**config.mk**
```make
export PLATFORM = sky130hd
export DESIGN_NAME = fwh_cmdq
export DESIGN_NICKNAME = d
export VERILOG_FILES = /design/src/design/fwh_pkg.sv /design/src/design/fwh_cmdq.sv
export SDC_FILE = /design/constraint.sdc
export NUM_CORES = 1
export LEC_CHECK = 0
export BUFFER_PORTS_ARGS = -buffer_cell sky130_fd_sc_hd__buf_2
export CAP_MARGIN = 5
export CORE_UTILIZATION = 55
export CTS_CLUSTER_DIAMETER = 150
export DETAILED_ROUTE_END_ITERATION = 8
export PLACE_DENSITY_LB_ADDON = 0.15
export RECOVER_POWER = 100
export SKIP_CTS_REPAIR_TIMING = 1
export SYNTH_ARGS = -nofsm -noshare
export SYNTH_HDL_FRONTEND = slang
export SYNTH_SLANG_ARGS = --single-unit
```
**constraint.sdc**
```tcl
create_clock -name clock -period 3.86 [get_ports clock]
set_clock_uncertainty 0.1 [all_clocks]
set_input_delay 0.193 -clock clock [delete_from_list [all_inputs] [get_ports clock]]
set_output_delay 0.193 -clock clock [all_outputs]
set_load 0.02 [all_outputs]
```
**src/design/fwh_pkg.sv**
```systemverilog
// fwh_pkg: shared types and constants for the fixed-width histogram
// used by fwh_front, fwh_cmdq, fwh_back and the top module; no dependencies

package fwh_pkg;

   localparam int NUM_BUCKETS = 256;
   localparam int IDX_W       = $clog2(NUM_BUCKETS);
   localparam int ACT_W       = IDX_W + 1;
   localparam int WIDTH_W     = 32;
   localparam int KEY_W       = 48;
   localparam int AMT_W       = 32;
   localparam int COUNT_W     = 64;
   localparam int PROD_W      = ACT_W + WIDTH_W;
   localparam int DSR_W       = WIDTH_W + IDX_W;
   localparam int STEP_W      = $clog2(IDX_W);
   localparam int CMDQ_DEPTH  = 2;
   localparam int CMDQ_PTR_W  = $clog2(CMDQ_DEPTH);
   localparam int CMDQ_CNT_W  = $clog2(CMDQ_DEPTH + 1);
   localparam int CSR_INDEX_W = 1;
   localparam int CSR_DATA_W  = 32;

   localparam logic OP_INC  = 1'b0;
   localparam logic OP_READ = 1'b1;

   typedef enum logic [CSR_INDEX_W-1:0] {
      CSR_BUCKET_WIDTH   = 1'b0,
      CSR_ACTIVE_BUCKETS = 1'b1
   } csr_index_type;

   typedef enum logic [2:0] {
      F_IDLE,
      F_MUL,
      F_CHK,
      F_DIV,
      F_PUSH
   } front_state_type;

   typedef enum logic {
      B_IDLE,
      B_DATA
   } back_state_type;

   typedef struct packed {
      logic                    op;
      logic [IDX_W-1:0]        idx;
      logic signed [AMT_W-1:0] amount;
      logic                    clamped;
   } cmd_type;

   typedef struct packed {
      logic [IDX_W-1:0]   bucket;
      logic [COUNT_W-1:0] count;
      logic               clamped;
   } rsp_type;

endpackage

```
**src/design/fwh_cmdq.sv**
```systemverilog
// fwh_cmdq: short register queue of binned commands between front and back
// uses fwh_pkg

module fwh_cmdq import fwh_pkg::*; (
   input  logic    clock,
   input  logic    reset,
   input  logic    push,
   input  cmd_type push_cmd,
   output logic    full,
   input  logic    pop,
   output cmd_type pop_cmd,
   output logic    empty
);

   cmd_type               mem_ff [CMDQ_DEPTH];
   logic [CMDQ_PTR_W-1:0] wr_ptr_ff, rd_ptr_ff;
   logic [CMDQ_CNT_W-1:0] cnt_ff;
   logic                  do_push;
   logic                  do_pop;

   assign full    = cnt_ff == CMDQ_CNT_W'(CMDQ_DEPTH);
   assign empty   = cnt_ff == '0;
   assign do_push = push && !full;
   assign do_pop  = pop && !empty;
   assign pop_cmd = mem_ff[rd_ptr_ff];

   always_ff @(posedge clock) begin
      if (do_push) begin
         mem_ff[wr_ptr_ff] <= push_cmd;
      end
   end

   always_ff @(posedge clock) begin
      if (reset) begin
         wr_ptr_ff <= '0;
         rd_ptr_ff <= '0;
         cnt_ff    <= '0;
      end else begin
         if (do_push) begin
            wr_ptr_ff <= (wr_ptr_ff == CMDQ_PTR_W'(CMDQ_DEPTH - 1)) ? '0
                         : wr_ptr_ff + CMDQ_PTR_W'(1);
         end
         if (do_pop) begin
            rd_ptr_ff <= (rd_ptr_ff == CMDQ_PTR_W'(CMDQ_DEPTH - 1)) ? '0
                         : rd_ptr_ff + CMDQ_PTR_W'(1);
         end
         if (do_push && !do_pop) begin
            cnt_ff <= cnt_ff + CMDQ_CNT_W'(1);
         end else if (do_pop && !do_push) begin
            cnt_ff <= cnt_ff - CMDQ_CNT_W'(1);
         end
      end
   end

endmodule

```
=== Word-level counts from Yosys, hierarchy flattened ===
Memory sizes are Yosys's and may differ from the RTL's. A register that Yosys moved wholly into a read port is not among the register bits.
Cells that the tools add are included.

* $add $sub $neg: 4
* Eq/ne operators: 1
* Muxes and demuxes: 8
* Reductions and logical operators: 10

{| class="wikitable"
|+ Operators by type and width
! cell !! count
|-
| 2-to-1 mux 1 bit || 6
|-
| logical AND 1 bit || 4
|-
| logical NOT 1 bit || 4
|-
| 2-to-1 mux 2 bit || 2
|-
| adder 1 bit (second input constant) || 2
|-
| adder 2 x 1 -> 2 bit (second input constant) || 1
|-
| equality test 2 bit (second input constant) || 1
|-
| logical NOT 2 bit || 1
|-
| nonzero test 2 bit || 1
|-
| subtractor 2 x 1 -> 2 bit (second input constant) || 1
|}

* Register bits after elaboration: 4
* Bits in writable memories: 84
* Input port bits: 46
* Logic and storage cells: 27
* Memories kept: 1

{| class="wikitable"
|+ Memories
! name !! depth !! width !! rd ports !! clocked after Yosys merged registers in !! write ports !! line !! source
|-
| mem_ff || 2 || 42 || 1 || 1 || 1 || fwh_cmdq.sv:15 || <nowiki>cmd_type mem_ff [CMDQ_DEPTH];</nowiki>
|}

=== Depth between registers and ports, before layout ===
* Depth after elaboration: 7
* Gate-level depth with buffers: 6
* Mapped depth without buffers: 6

=== Worst setup path before layout ===
OpenSTA, ideal clock, no wires.

* Kind: register -> register
* Start: reg cnt_ff[1]
* End: mem mem_ff[1][0] (netlist bit), enable pin
* Arrival: 1,679 ps
* Slack: 1,678 ps
* Cell stages (with the launch flop): 4
* Clock period less this slack: 2,182 ps
* Cells stage by stage: dfxtp_1 > nor2b_2 > nor2_1 > and2_1

* Cells in the longest elaborated chain, start to end: 5

{| class="wikitable"
|+ RTL lines
! what !! line !! source
|-
| start, declared || fwh_cmdq.sv:17 || <nowiki>logic [CMDQ_CNT_W-1:0] cnt_ff;</nowiki>
|-
| start signal, assigned || fwh_cmdq.sv:48 || <nowiki>cnt_ff <= cnt_ff + CMDQ_CNT_W'(1);</nowiki>
|-
| start signal, assigned || fwh_cmdq.sv:50 || <nowiki>cnt_ff <= cnt_ff - CMDQ_CNT_W'(1);</nowiki>
|-
| equality test 2 bit || fwh_cmdq.sv:21 || <nowiki>assign full = cnt_ff == CMDQ_CNT_W'(CMDQ_DEPTH);</nowiki>
|-
| via full || fwh_cmdq.sv:9 || <nowiki>output logic full,</nowiki>
|-
| logical NOT 1 bit || fwh_cmdq.sv:23 || <nowiki>assign do_push = push && !full;</nowiki>
|-
| logical AND 1 bit || fwh_cmdq.sv:23 ||
|-
| via do_push || fwh_cmdq.sv:18 || <nowiki>logic do_push;</nowiki>
|-
| 2-to-1 mux 1 bit || fwh_cmdq.sv:28 || <nowiki>if (do_push) begin</nowiki>
|-
| 2-to-1 mux 1 bit (implied by the code) || fwh_cmdq.sv:29 || <nowiki>mem_ff[wr_ptr_ff] <= push_cmd;</nowiki>
|-
| end, declared || fwh_cmdq.sv:15 ||
|}

The timed path passes the listed nets, and every way through them passes these cells.

==> summary.md <==
| Metric | Value |
|---|---|
| Outcome | complete, but fails checks |
| Violations in the final reports | max-capacitance violations, max-slew violations |
| Post-route cell area | 4287 um2 |
| Mean number of vias per cell | 4.903 |
| Slew @ Worst Pin | 1.910 ns |
| Worst reg2reg path startpoint | cnt_ff[0] |
| Final cycle utilization of the critical path | 0.7414 |
| Kind of end point of the critical path | output port |
| Period minus WS final | 2.862 ns |
| Total DRC errors in the routed layout | 0 |
| Wire length of the first global-routing pass | 7.817 mm |
| Worst Hold Margin | 0.1482 ns |
| I/O Pins | 90 |
| Data arrival time of the worst path | 2.57 ns |
| Syn. warnings | 0 |
| Combined buffer and inverter count along the critical path | 1 |
| Post-Syn Instances | 156 |
| Synthesized area | 3238 um2 |
| Part of the Yosys area used for sequential elements | 0.8099 |
| Syn Nets | 203 |
| Worst EP required | 3.57 ns |
| Placeable core region | 5574 um2 |
| Number of inserted filler cells in the final layout | 357 |
| Clock Pin Slew Worst Setup and Hold Paths | 0.08 ns |
| Estimated wirelength of the detail-placed design | 3.139 mm |
| H-tree Lvls | 3 |
| Number of global-route vias before repair | 1713 |
| Unrepaired setup endpoints after global routing | no |
| Initial Utilization | 0.5809 |
| Clock net sink count | 89 |
| Count of nets left with antenna violations after detail routing | 0 |
| Total of flip-flops plus latches after synthesis | 89 |
| Relative slew slack | -0.2732 |
| Category of the most critical setup path | reg -> out |
| Pwr/cell area | 608.0 nW/um2 |
| Final Routed Wirelength | 5.431 mm |
| Maximum ir drop on the vdd rail | 388.6 uV |
| Critical Path, Cell by Cell | mux2_2 -> clkbuf_1 |
| Overall power consumption | 2606 uW |
| Clock tree from TritonCTS | done |
| Via Count | 1824 |
| Number of CTS-inserted buffers | 9 |
| Weighted congestion at the end of routability-driven global placement | 0.7047 |
| Worst-case clock buffer depth | 2 |
| All-Layer GR Usage | 0.1772 |
| Max-slew violation total from the final report | 86 |
| Number of antenna violations at the first check in global routing | 0 |
| Aggregate negative setup slack | 0 ns |
| Highest fanout seen on the critical path | 42 |
| Later-pin clock latency in the skew report | 0.34 ns |
| Highest clock rate | 0.3494 GHz |
| Final count of hold timing violations | 0 |
| Worst hold path stage count | 4 |
| Routed length per instance | 14.60 um |
| Critical Path Source Type | flop |
| Syn-to-layout area delta | 32.38% |
| # port buffers | 89 |
| Drt first pass iters | 4 |
| Number of diodes | 0 |
| Rows | 27 |
| Endpoint of the worst hold path | wr_ptr_ff |
| Max-cap check violation count | 2 |
| Most frequent standard cell in the layout excluding fill and tap cells | sky130_fd_sc_hd__edfxtp_1 |
| Reg2Reg Capture Point | mem_ff[0][40] |
| Height of the chip | 78.73 um |
| Total gr overflow | 0 |
| Placed inst area | 3759 um2 |
| Leakage power | 0.001478 uW |
| Largest net degree at the start of global routing | 43 |
| Max incr delay on CP | 1.56 ns |
| DIE WIDTH | 78.73 um |
| Worst hold start | push |
| Worst path top cell family by delay | flip-flops |
| Synth unique cells | 13 |
| Setup Viol. Count Final | 0 |
| Final-stage net count | 342 |
| CP max-delay cell | sky130_fd_sc_hd__dfxtp_1 |
| Starting DRT DRC Count | 105 |
| Layout cells sized above 1 | 0.2667 |
| Die Area | 6198 um2 |
| Most frequent cells in the layout | 84 x sky130_fd_sc_hd__edfxtp_1, 63 x sky130_fd_sc_hd__clkbuf_1, 43 x sky130_fd_sc_hd__dlygate4sd3_1, 41 x sky130_fd_sc_hd__mux2_2, 26 x sky130_fd_sc_hd__buf_2 |
| Kind of path behind the tightest hold check | in -> reg |
| Syn Area/Cell | 20.76 um2 |
| Root buf cell | sky130_fd_sc_hd__clkbuf_8 |
| Slack of the worst reg-to-reg path | 1.14 ns |
| Worst reg2reg path depth | 4 |
==> Yosys cell counts <==
cell,instances,area share
sky130_fd_sc_hd__a21oi_1,2,0.0031
sky130_fd_sc_hd__and2_1,1,0.0019
sky130_fd_sc_hd__buf_2,5,0.0077
sky130_fd_sc_hd__dfxtp_1,5,0.031
sky130_fd_sc_hd__edfxtp_1,84,0.78
sky130_fd_sc_hd__ha_1,1,0.0039
sky130_fd_sc_hd__inv_1,2,0.0023
sky130_fd_sc_hd__mux2_2,42,0.15
sky130_fd_sc_hd__nor2_1,5,0.0058
sky130_fd_sc_hd__nor2b_2,1,0.0027
sky130_fd_sc_hd__o21ai_0,3,0.0046
sky130_fd_sc_hd__or3_1,2,0.0039
sky130_fd_sc_hd__xor2_1,3,0.0081
==> per-stage QoR <==
| stage | util | cells | setup WS (ns) |
|---|---|---|---|
| after floorplan | - | 156 | 1.678 |
| after global placement | 0.6743 | 313 | 1.713 |
| after detailed placement | 0.6743 | 313 | 1.659 |
| after CTS | 0.7075 | 329 | 1.576 |
| after global routing | 0.7690 | 372 | 0.7402 |
| final | 0.7690 | 372 | 0.9982 |
==> how the worst max path moves through the flow <==
stage | from | endpoint | depth (start not counted)
after floorplan | cnt_ff[1] | mem_ff[1][0] | 3
after global placement | cnt_ff[1] | mem_ff[0][38] | 4
after detailed placement | cnt_ff[1] | mem_ff[0][38] | 4
after CTS | flop | pop_cmd[6] | 2
after global routing | flop | pop_cmd[14] | 2
final | flop | pop_cmd[9] | 2
==> sequential cells by signal, indices dropped and copies added (netlist names), named ones only <==
| register | cells |
|---|---|
| mem_ff | 84 |
| cnt_ff | 2 |
| rd_ptr_ff | 1 |
| wr_ptr_ff | 1 |
==> per-layer routing <==
metal / wire [um] / global-route usage / share of wire / up-vias
met5: 0 / 0 / 0 / -
met4: 128 / 0.1167 / 0.024 / 0
met3: 247 / 0.04828 / 0.045 / 9
met2: 2884 / 0.2817 / 0.53 / 67
met1: 2171 / 0.2130 / 0.40 / 870
li1: - / - / - / 878
==> area by class of cell <==
class                           instances  area, um2  area share
Inverter                                2      7.507    0.001751
Tap cell                               72      90.09     0.02102
Sequential cell                        89       2623      0.6118
Timing Repair Buffer                  133      800.8      0.1868
Clock inverter                          7      61.31     0.01430
Clock buffer                            9      123.9     0.02890
Multi-Input combinational cell         60      580.6      0.1354
==> kinds of logic (layout without fill, tap and decap cells) <==
logic type	after synthesis	count (layout)	synth area share
muxes	42	42	0.1461
buffers and inverters	7	151	0.01005
AOI/OAI and AO/OA	5	5	0.007727
adders and majority gates	1	1	0.003863
xor gates and xnor gates	3	3	0.008116
DFF	89	89	0.8099
and+or+nand+nor	9	9	0.01430
==> where the power goes <==
part,internal [uW],switching [uW]
clock,291,299
sequential,1220,93.6
combinational,290,415
total,1800,807
==> worst register-to-register path, stage by stage (launching register included) <==
cell,delay [ns]
sky130_fd_sc_hd__dfxtp_1,0.42
sky130_fd_sc_hd__nor2b_1,0.11
sky130_fd_sc_hd__or3_1,0.34
sky130_fd_sc_hd__clkinv_1,0.43
sky130_fd_sc_hd__clkbuf_1,0.93
Power figures use the tool's default switching activity.
