## config.mk

```make
export PLATFORM = sky130hd
export DESIGN_NAME = fwh_front
export DESIGN_NICKNAME = d
export VERILOG_FILES = /design/src/design/fwh_pkg.sv /design/src/design/fwh_front.sv
export SDC_FILE = /design/constraint.sdc
export NUM_CORES = 1
export LEC_CHECK = 0
export BUFFER_PORTS_ARGS = -buffer_cell sky130_fd_sc_hd__buf_2
export CAP_MARGIN = 20
export CELL_PAD_IN_SITES_DETAIL_PLACEMENT = 1
export CELL_PAD_IN_SITES_GLOBAL_PLACEMENT = 1
export CORE_MARGIN = 5
export CORE_UTILIZATION = 52
export DETAILED_ROUTE_END_ITERATION = 7
export GPL_TIMING_DRIVEN = 0
export PLACE_DENSITY_LB_ADDON = 0.1
export SYNTH_ARGS = -nofsm -noshare
export SYNTH_HDL_FRONTEND = slang
export SYNTH_SLANG_ARGS = --single-unit
```

## constraint.sdc

```tcl
create_clock -name clock -period 15 [get_ports clock]
set_clock_uncertainty 0.15 [all_clocks]
set_input_delay 2.25 -clock clock [delete_from_list [all_inputs] [get_ports clock]]
set_output_delay 2.25 -clock clock [all_outputs]
set_load 0.02 [all_outputs]
```

## src/design/fwh_pkg.sv

```systemverilog
// fwh_pkg: shared types and constants for the fixed-width histogram
// used by fwh_front, fwh_cmdq, fwh_back and the top module; no dependencies

package fwh_pkg;

   localparam int NUM_BUCKETS = 256;
   localparam int IDX_W       = $clog2(NUM_BUCKETS);
   localparam int ACT_W       = IDX_W + 1;
   localparam int WIDTH_W     = 32;
   localparam int KEY_W       = 48;
   localparam int AMT_W       = 32;
   localparam int COUNT_W     = 64;
   localparam int PROD_W      = ACT_W + WIDTH_W;
   localparam int DSR_W       = WIDTH_W + IDX_W;
   localparam int STEP_W      = $clog2(IDX_W);
   localparam int CMDQ_DEPTH  = 2;
   localparam int CMDQ_PTR_W  = $clog2(CMDQ_DEPTH);
   localparam int CMDQ_CNT_W  = $clog2(CMDQ_DEPTH + 1);
   localparam int CSR_INDEX_W = 1;
   localparam int CSR_DATA_W  = 32;

   localparam logic OP_INC  = 1'b0;
   localparam logic OP_READ = 1'b1;

   typedef enum logic [CSR_INDEX_W-1:0] {
      CSR_BUCKET_WIDTH   = 1'b0,
      CSR_ACTIVE_BUCKETS = 1'b1
   } csr_index_type;

   typedef enum logic [2:0] {
      F_IDLE,
      F_MUL,
      F_CHK,
      F_DIV,
      F_PUSH
   } front_state_type;

   typedef enum logic {
      B_IDLE,
      B_DATA
   } back_state_type;

   typedef struct packed {
      logic                    op;
      logic [IDX_W-1:0]        idx;
      logic signed [AMT_W-1:0] amount;
      logic                    clamped;
   } cmd_type;

   typedef struct packed {
      logic [IDX_W-1:0]   bucket;
      logic [COUNT_W-1:0] count;
      logic               clamped;
   } rsp_type;

endpackage

```

## src/design/fwh_front.sv

```systemverilog
// fwh_front: accepts requests and bins the key into a bucket index
// uses fwh_pkg; multiply for the overflow check, then a bit-serial divide

module fwh_front import fwh_pkg::*; (
   input  logic                     clock,
   input  logic                     reset,
   input  logic                     push,
   output logic                     full,
   input  logic                     req_op,
   input  logic [KEY_W-1:0]         req_key,
   input  logic signed [AMT_W-1:0]  req_amount,
   input  logic [IDX_W-1:0]         req_read_bucket,
   input  logic [WIDTH_W-1:0]       bucket_width,
   input  logic [ACT_W-1:0]         active_buckets,
   input  logic                     cq_full,
   output logic                     cq_push,
   output cmd_type                  cq_cmd
);

   front_state_type         state_ff, state_in;
   logic                    op_ff;
   logic signed [AMT_W-1:0] amount_ff;
   logic [WIDTH_W-1:0]      w_ff;
   logic [ACT_W-1:0]        act_ff;
   logic [PROD_W-1:0]       prod_ff;
   logic [KEY_W-1:0]        rem_ff;
   logic [DSR_W-1:0]        dsr_ff;
   logic [STEP_W-1:0]       step_ff;
   logic [IDX_W-1:0]        idx_ff;
   logic                    clamped_ff;
   logic                    accept;
   logic                    over;
   logic                    ge;
   logic [WIDTH_W-1:0]      w_eff;
   logic [ACT_W-1:0]        act_eff;

   assign accept = push && !full;
   assign over   = rem_ff >= KEY_W'(prod_ff);
   assign ge     = rem_ff >= KEY_W'(dsr_ff);

   always_comb begin
      w_eff = (bucket_width == '0) ? WIDTH_W'(1) : bucket_width;
      if (active_buckets == '0) begin
         act_eff = ACT_W'(1);
      end else if (active_buckets > ACT_W'(NUM_BUCKETS)) begin
         act_eff = ACT_W'(NUM_BUCKETS);
      end else begin
         act_eff = active_buckets;
      end
   end

   // next state
   always_comb begin
      state_in = state_ff;
      case (state_ff)
         F_IDLE: begin
            if (accept) begin
               state_in = (req_op == OP_READ) ? F_PUSH : F_MUL;
            end
         end
         F_MUL: state_in = F_CHK;
         F_CHK: state_in = over ? F_PUSH : F_DIV;
         F_DIV: begin
            if (step_ff == '0) begin
               state_in = F_PUSH;
            end
         end
         F_PUSH: begin
            if (!cq_full) begin
               state_in = F_IDLE;
            end
         end
         default: state_in = F_IDLE;
      endcase
   end

   // outputs
   always_comb begin
      full    = 1'b1;
      cq_push = 1'b0;
      case (state_ff)
         F_IDLE:  full = 1'b0;
         F_PUSH:  cq_push = !cq_full;
         default: begin
            full    = 1'b1;
            cq_push = 1'b0;
         end
      endcase
   end

   assign cq_cmd = '{op: op_ff, idx: idx_ff, amount: amount_ff, clamped: clamped_ff};

   always_ff @(posedge clock) begin
      if (reset) begin
         state_ff <= F_IDLE;
      end else begin
         state_ff <= state_in;
      end
   end

   always_ff @(posedge clock) begin
      case (state_ff)
         F_IDLE: begin
            if (accept) begin
               op_ff      <= req_op;
               amount_ff  <= req_amount;
               rem_ff     <= req_key;
               w_ff       <= w_eff;
               act_ff     <= act_eff;
               idx_ff     <= req_read_bucket;
               clamped_ff <= 1'b0;
            end
         end
         F_MUL: prod_ff <= act_ff * w_ff;
         F_CHK: begin
            if (over) begin
               idx_ff     <= IDX_W'(act_ff - ACT_W'(1));
               clamped_ff <= 1'b1;
            end else begin
               idx_ff  <= '0;
               dsr_ff  <= DSR_W'(w_ff) << (IDX_W - 1);
               step_ff <= STEP_W'(IDX_W - 1);
            end
         end
         F_DIV: begin
            if (ge) begin
               rem_ff <= rem_ff - KEY_W'(dsr_ff);
            end
            idx_ff  <= {idx_ff[IDX_W-2:0], ge};
            dsr_ff  <= dsr_ff >> 1;
            step_ff <= step_ff - STEP_W'(1);
         end
         default: begin
         end
      endcase
   end

endmodule

```

[Yosys cells after proc, flatten, opt, wreduce, memory -nomap -nowiden]
Cells that the tools add are included.
Word-level totals
  register bits: 218
  output and inout port bits: 44
  bits of input ports: 134
Operators by class
  $lt $le $gt $ge: 3
  equality and inequality tests: 10
  multipliers: 1
  reductions and logical operators: 17
  muxes and demuxes: 22
  add/sub/neg operators: 3
Operators with widths (count)
  2-to-1 mux 48 bit: 2
  case mux 48 bit (2 select lines): 1
  case mux 40 bit (2 select lines): 1
  greater-or-equal comparator 48 x 40 -> 1 bit: 1
  greater-or-equal comparator 48 x 41 -> 1 bit: 1
  subtractor 48 x 40 -> 48 bit: 1
  multiplier 9 x 32 -> 41 bit: 1
  2-to-1 mux 40 bit: 1
  logical NOT 32 bit: 1
  case mux 8 bit (3 select lines): 1
  2-to-1 mux 3 bit: 6
  2-to-1 mux 8 bit: 2
  case mux 3 bit (5 select lines): 1
  inequality test 2 bit, second input constant: 6
  greater-than comparator 9 bit, second input constant: 1
  logical NOT 9 bit: 1
  2-to-1 mux 9 bit: 1
  AND reduction 3 bit: 3
  subtractor 8 x 1 -> 8 bit, second input constant: 1
  == test 3 x 2 -> 1 bit, second input constant: 2
  logical NOT 3 bit: 2
  case mux 3 bit (2 select lines): 1
  AND reduction 2 bit: 3
  nonzero test 2 bit: 3
  9 further kinds: 12

[Longest topological paths before layout]
  depth after elaboration: 4
  mapped depth: 23
  mapped depth without buffers: 21

[Worst setup path after synthesis]
Ideal clock, no wire load.
  kind: input to register
  start: input push
  end: register rem_ff[0], enable pin
  required time: 14330 ps
  cell stages on the path: 2
  path slack: 8642 ps
  data arrival time: 5688 ps
  buffers on the path: 0
  cells stage by stage: inv_1 -> o21ai_0
Between the ends
  word-level cells in the longest chain between the ends: 3
Ends and longest elaborated chain
  from (decl): RTL line fwh_front.sv:7  | input logic push,
  logical AND 1 bit: RTL line fwh_front.sv:37  | assign accept = push && !full;
  inequality test 2 bit (no line)
  AND reduction 3 bit (no line)
  to (signal assigned): RTL line fwh_front.sv:107  | rem_ff <= req_key;
  to (signal assigned): RTL line fwh_front.sv:127  | rem_ff <= rem_ff - KEY_W'(dsr_ff);
  to (decl): RTL line fwh_front.sv:26  | logic [KEY_W-1:0] rem_ff;
Every way passes these cells.
A chain may end at the register's enable or synchronous reset.

[Worst setup path after layout]
  start: register act_ff[1]
  end: register prod_ff[39], data pin
Between the ends
  word-level cells in the longest chain between the ends: 1
Ends and longest elaborated chain
  from (decl): RTL line fwh_front.sv:24  | logic [ACT_W-1:0] act_ff;
  from (signal assigned): RTL line fwh_front.sv:109  | act_ff <= act_eff;
  multiplier 9 x 32 -> 41 bit: RTL line fwh_front.sv:114  | F_MUL: prod_ff <= act_ff * w_ff;
  to (signal assigned): RTL line fwh_front.sv:114
  to (decl): RTL line fwh_front.sv:25  | logic [PROD_W-1:0] prod_ff;
Every way passes these cells.

==> reports/qor.yml <==
timing:
  max-slew-margin-rel_pct: 22.07
  hold_viol_final: 0
  tightest_slew_ns: 1.169
  fmax_mhz: 130.9
  slew_violations: 0
  setup_viol: 0
  rsz0062_at_grt: "no"
  period_minus_slack_ns: 7.639
  tns_ns: 0
  post-route-period-util_pct: 50.93
clocking:
  cts_htree_levels: 1
  insertion_delay_ns: 0.57
  cts_tree: "yes"
  cts_resized: 0
  cts_sinks: 217
  numCtsBuffers: 26
  cts_root_buf: "clkbuf_16"
  cts_setup_buffers: 0
  clk_pin_slew_ns: 0.06
  hold_buffers: 0
  clockBufferDepth: 3
critical_path:
  crit_arrival_ns: 7.78
  max_stage_delay_ns: 0.76
  crit_slowest_cell: "clkbuf_1"
  cpMostUsedCell: "fa_1"
  worst-setup-path-type: "reg2reg"
  cp_max_fo: 10
  critical_path.startpoint_type: "flip-flop"
  end_kind: "flip-flop"
  crit_required_ns: 15.14
  crit_buf_inv: 5
  worstPathCellList: "clkbuf_1 -> clkbuf_1 -> nand2_1 -> fa_1 -> inv_1 -> fa_1 -> fa_1 -> inv_1 -> fa_1 -> inv_1 -> ha_1 -> a21oi_1 -> o21ai_0 -> a21oi_1 -> o21ai_0 -> or3b_2 -> o21ai_1 -> o21ai_0 -> a221o_1 -> a21oi_1 -> xnor2_1"
  critPathTopFamily: "adder cells"
drt:
  drt-wirelength-per-cell_um: 22.08
  dr_total_vias: 16605
  routed_via_density: 5.602
  first_pass_iters: 5
  ant_nets: 0
  drc: 0
  first_iter_violations: 927
  drt-total-wl_mm: 65.44
yosys:
  synthCells: 2209
  synth_area_leaders: "edfxtp_1 (31%), fa_1 (20%), ha_1 (8.8%), inv_1 (6.7%), nand2_1 (5.2%)"
  ys_seq_area_share_pct: 31.19
  synth_edf_count: 214
  netlist_area_mm2: 0.02080
  synth_cell_types: 67
  ys.flop_type: "edfxtp_1"
  avgSynthCellArea_um2: 9.415
  synth_common_cells: "inv_1 (369), nand2_1 (287), edfxtp_1 (214), fa_1 (212), and2_1 (155)"
  yosysMostFrequentCell: "inv_1"
  synth_top_area_share_pct: 30.90
  synth-warning-count: 0
  postSynthRegisterBits: 217
  syn-num-nets: 2701
  synth_top_area_cell: "edfxtp_1"
  synthArstFlopShare_pct: 0
global_routing:
  grt_pass1_vias: 18668
  grt_max_degree: 42
  grt_pass1_wl_mm: 102.6
  overflow: 0
  grt_antenna_before_repair: 3
  grt_usage_pct: 29.64
status:
  outcome: "finished clean"
layout:
  instances_no_fill: 2964
  area_delta_synth_final_pct: 12.50
  drive_gt1_share_pct: 10.18
  nets: 2910
placed_design:
  place.gp.congestion: 0.9157
  port-buffer-count: 177
  dp_cells: 2915
  place_hpwl_mm: 51.92
floorplan:
  design.portCount: 178
  start_util_pct: 52.47
  die_w_um: 210.0
  die_h_um: 210.0
  core-area_mm2: 0.03964
  die_area_mm2: 0.04409
  floorplan.rows: 73
flow_run:
  maxCapViolCount: 0
power_and_ir_drop:
  report.power.total_uw: 4116
  vdd_drop_max_mv: 0.1029
  total_leakage_power_uw: 0.01102
  powerDensity_mw_per_mm2: 175.9
min_path:
  hold_class: "reg2reg"
-- cell families (layout without fill, tap and decap cells) --
group | after synthesis | count (layout) | synth area share, %
compound gates | 383 | 383 | 11.47
xor+xnor | 79 | 79 | 3.327
fa+ha+maj | 358 | 358 | 29.19
buf+inv | 519 | 746 | 9.409
flops | 217 | 217 | 31.19
mux | 2 | 2 | 0.1023
other cells | 0 | 3 | 0
simple gates | 651 | 651 | 15.32
-- routing by layer --
metal / GRT usage, % / vias up / share of wire (%)
li1: - / 7608 / -
met5: 0 / - / 0
met3: 4.763 / 127 / 5.9
met1: 37.82 / 8349 / 41
met4: 10.01 / 0 / 3.9
met2: 51.80 / 521 / 49
-- placed cells by master (no fill, tap or decap), types with 14 or more instances in the layout --
master and instances:
a21oi_1 96, xor2_1 34, xnor2_1 45, inv_1 368, nand3_1 20, buf_1 16, nor2_1 60, nor3_1 22
nand4_1 26, a21o_1 64, fa_1 212, nand2b_1 14, buf_2 178, ha_1 146, clkbuf_1 132, and2_1 155
clkbuf_16 26, o21ai_0 127, edfxtp_1 214, nand2_1 286, nor4_1 18
-- report_power, final --
part           total, uW  internal (uW)  leakage [uW]  switching, uW
clock network        706            438      0.000458            268
logic               2520           1000       0.00852           1520
registers            887            857       0.00204           29.9
-- metrics by stage --
step                instance area (um2)  hold WS [ns]  util (%)  setup WS, ns
finish                            23400        0.4040     59.02         7.361
global route                      23390        0.4247     59.01         7.014
CTS                               23390        0.4086     59.00         7.452
global placement                  22340        0.3889     56.36         6.381
floorplan                         20800        0.3718         -         8.642
detailed placement                22440        0.3942     56.61         7.506
-- sequential cells by signal, summed over array words and instances, names as in the netlist, 3 cells and up --
name and count:
prod_ff 41, dsr_ff 39, step_ff 3, w_ff 32, state_ff 3, act_ff 9
idx_ff 8, rem_ff 48, amount_ff 32
-- final cells by class --
cell class,count,area (um2)
diodes,3,7.507
plain buffers,150,571.8
clock buffers,27,654.4
clock inverters,19,292.8
fillers,4639,16240
inverters,369,1385
multi-input cells,1473,12380
flip-flops and latches,217,6486
well taps,525,656.9
repair buffers,181,965.9
-- final timing paths --
kind	from	end	slack (ns)	cells after the start
setup / recovery	act_ff[1]	prod_ff[39]	7.36	21
hold / removal	step_ff[0]	step_ff[0]	0.40	1
setup reg to reg	act_ff[1]	prod_ff[39]	7.36	21
hold reg to reg	step_ff[0]	step_ff[0]	0.40	1
Power figures use the tool's default switching activity.
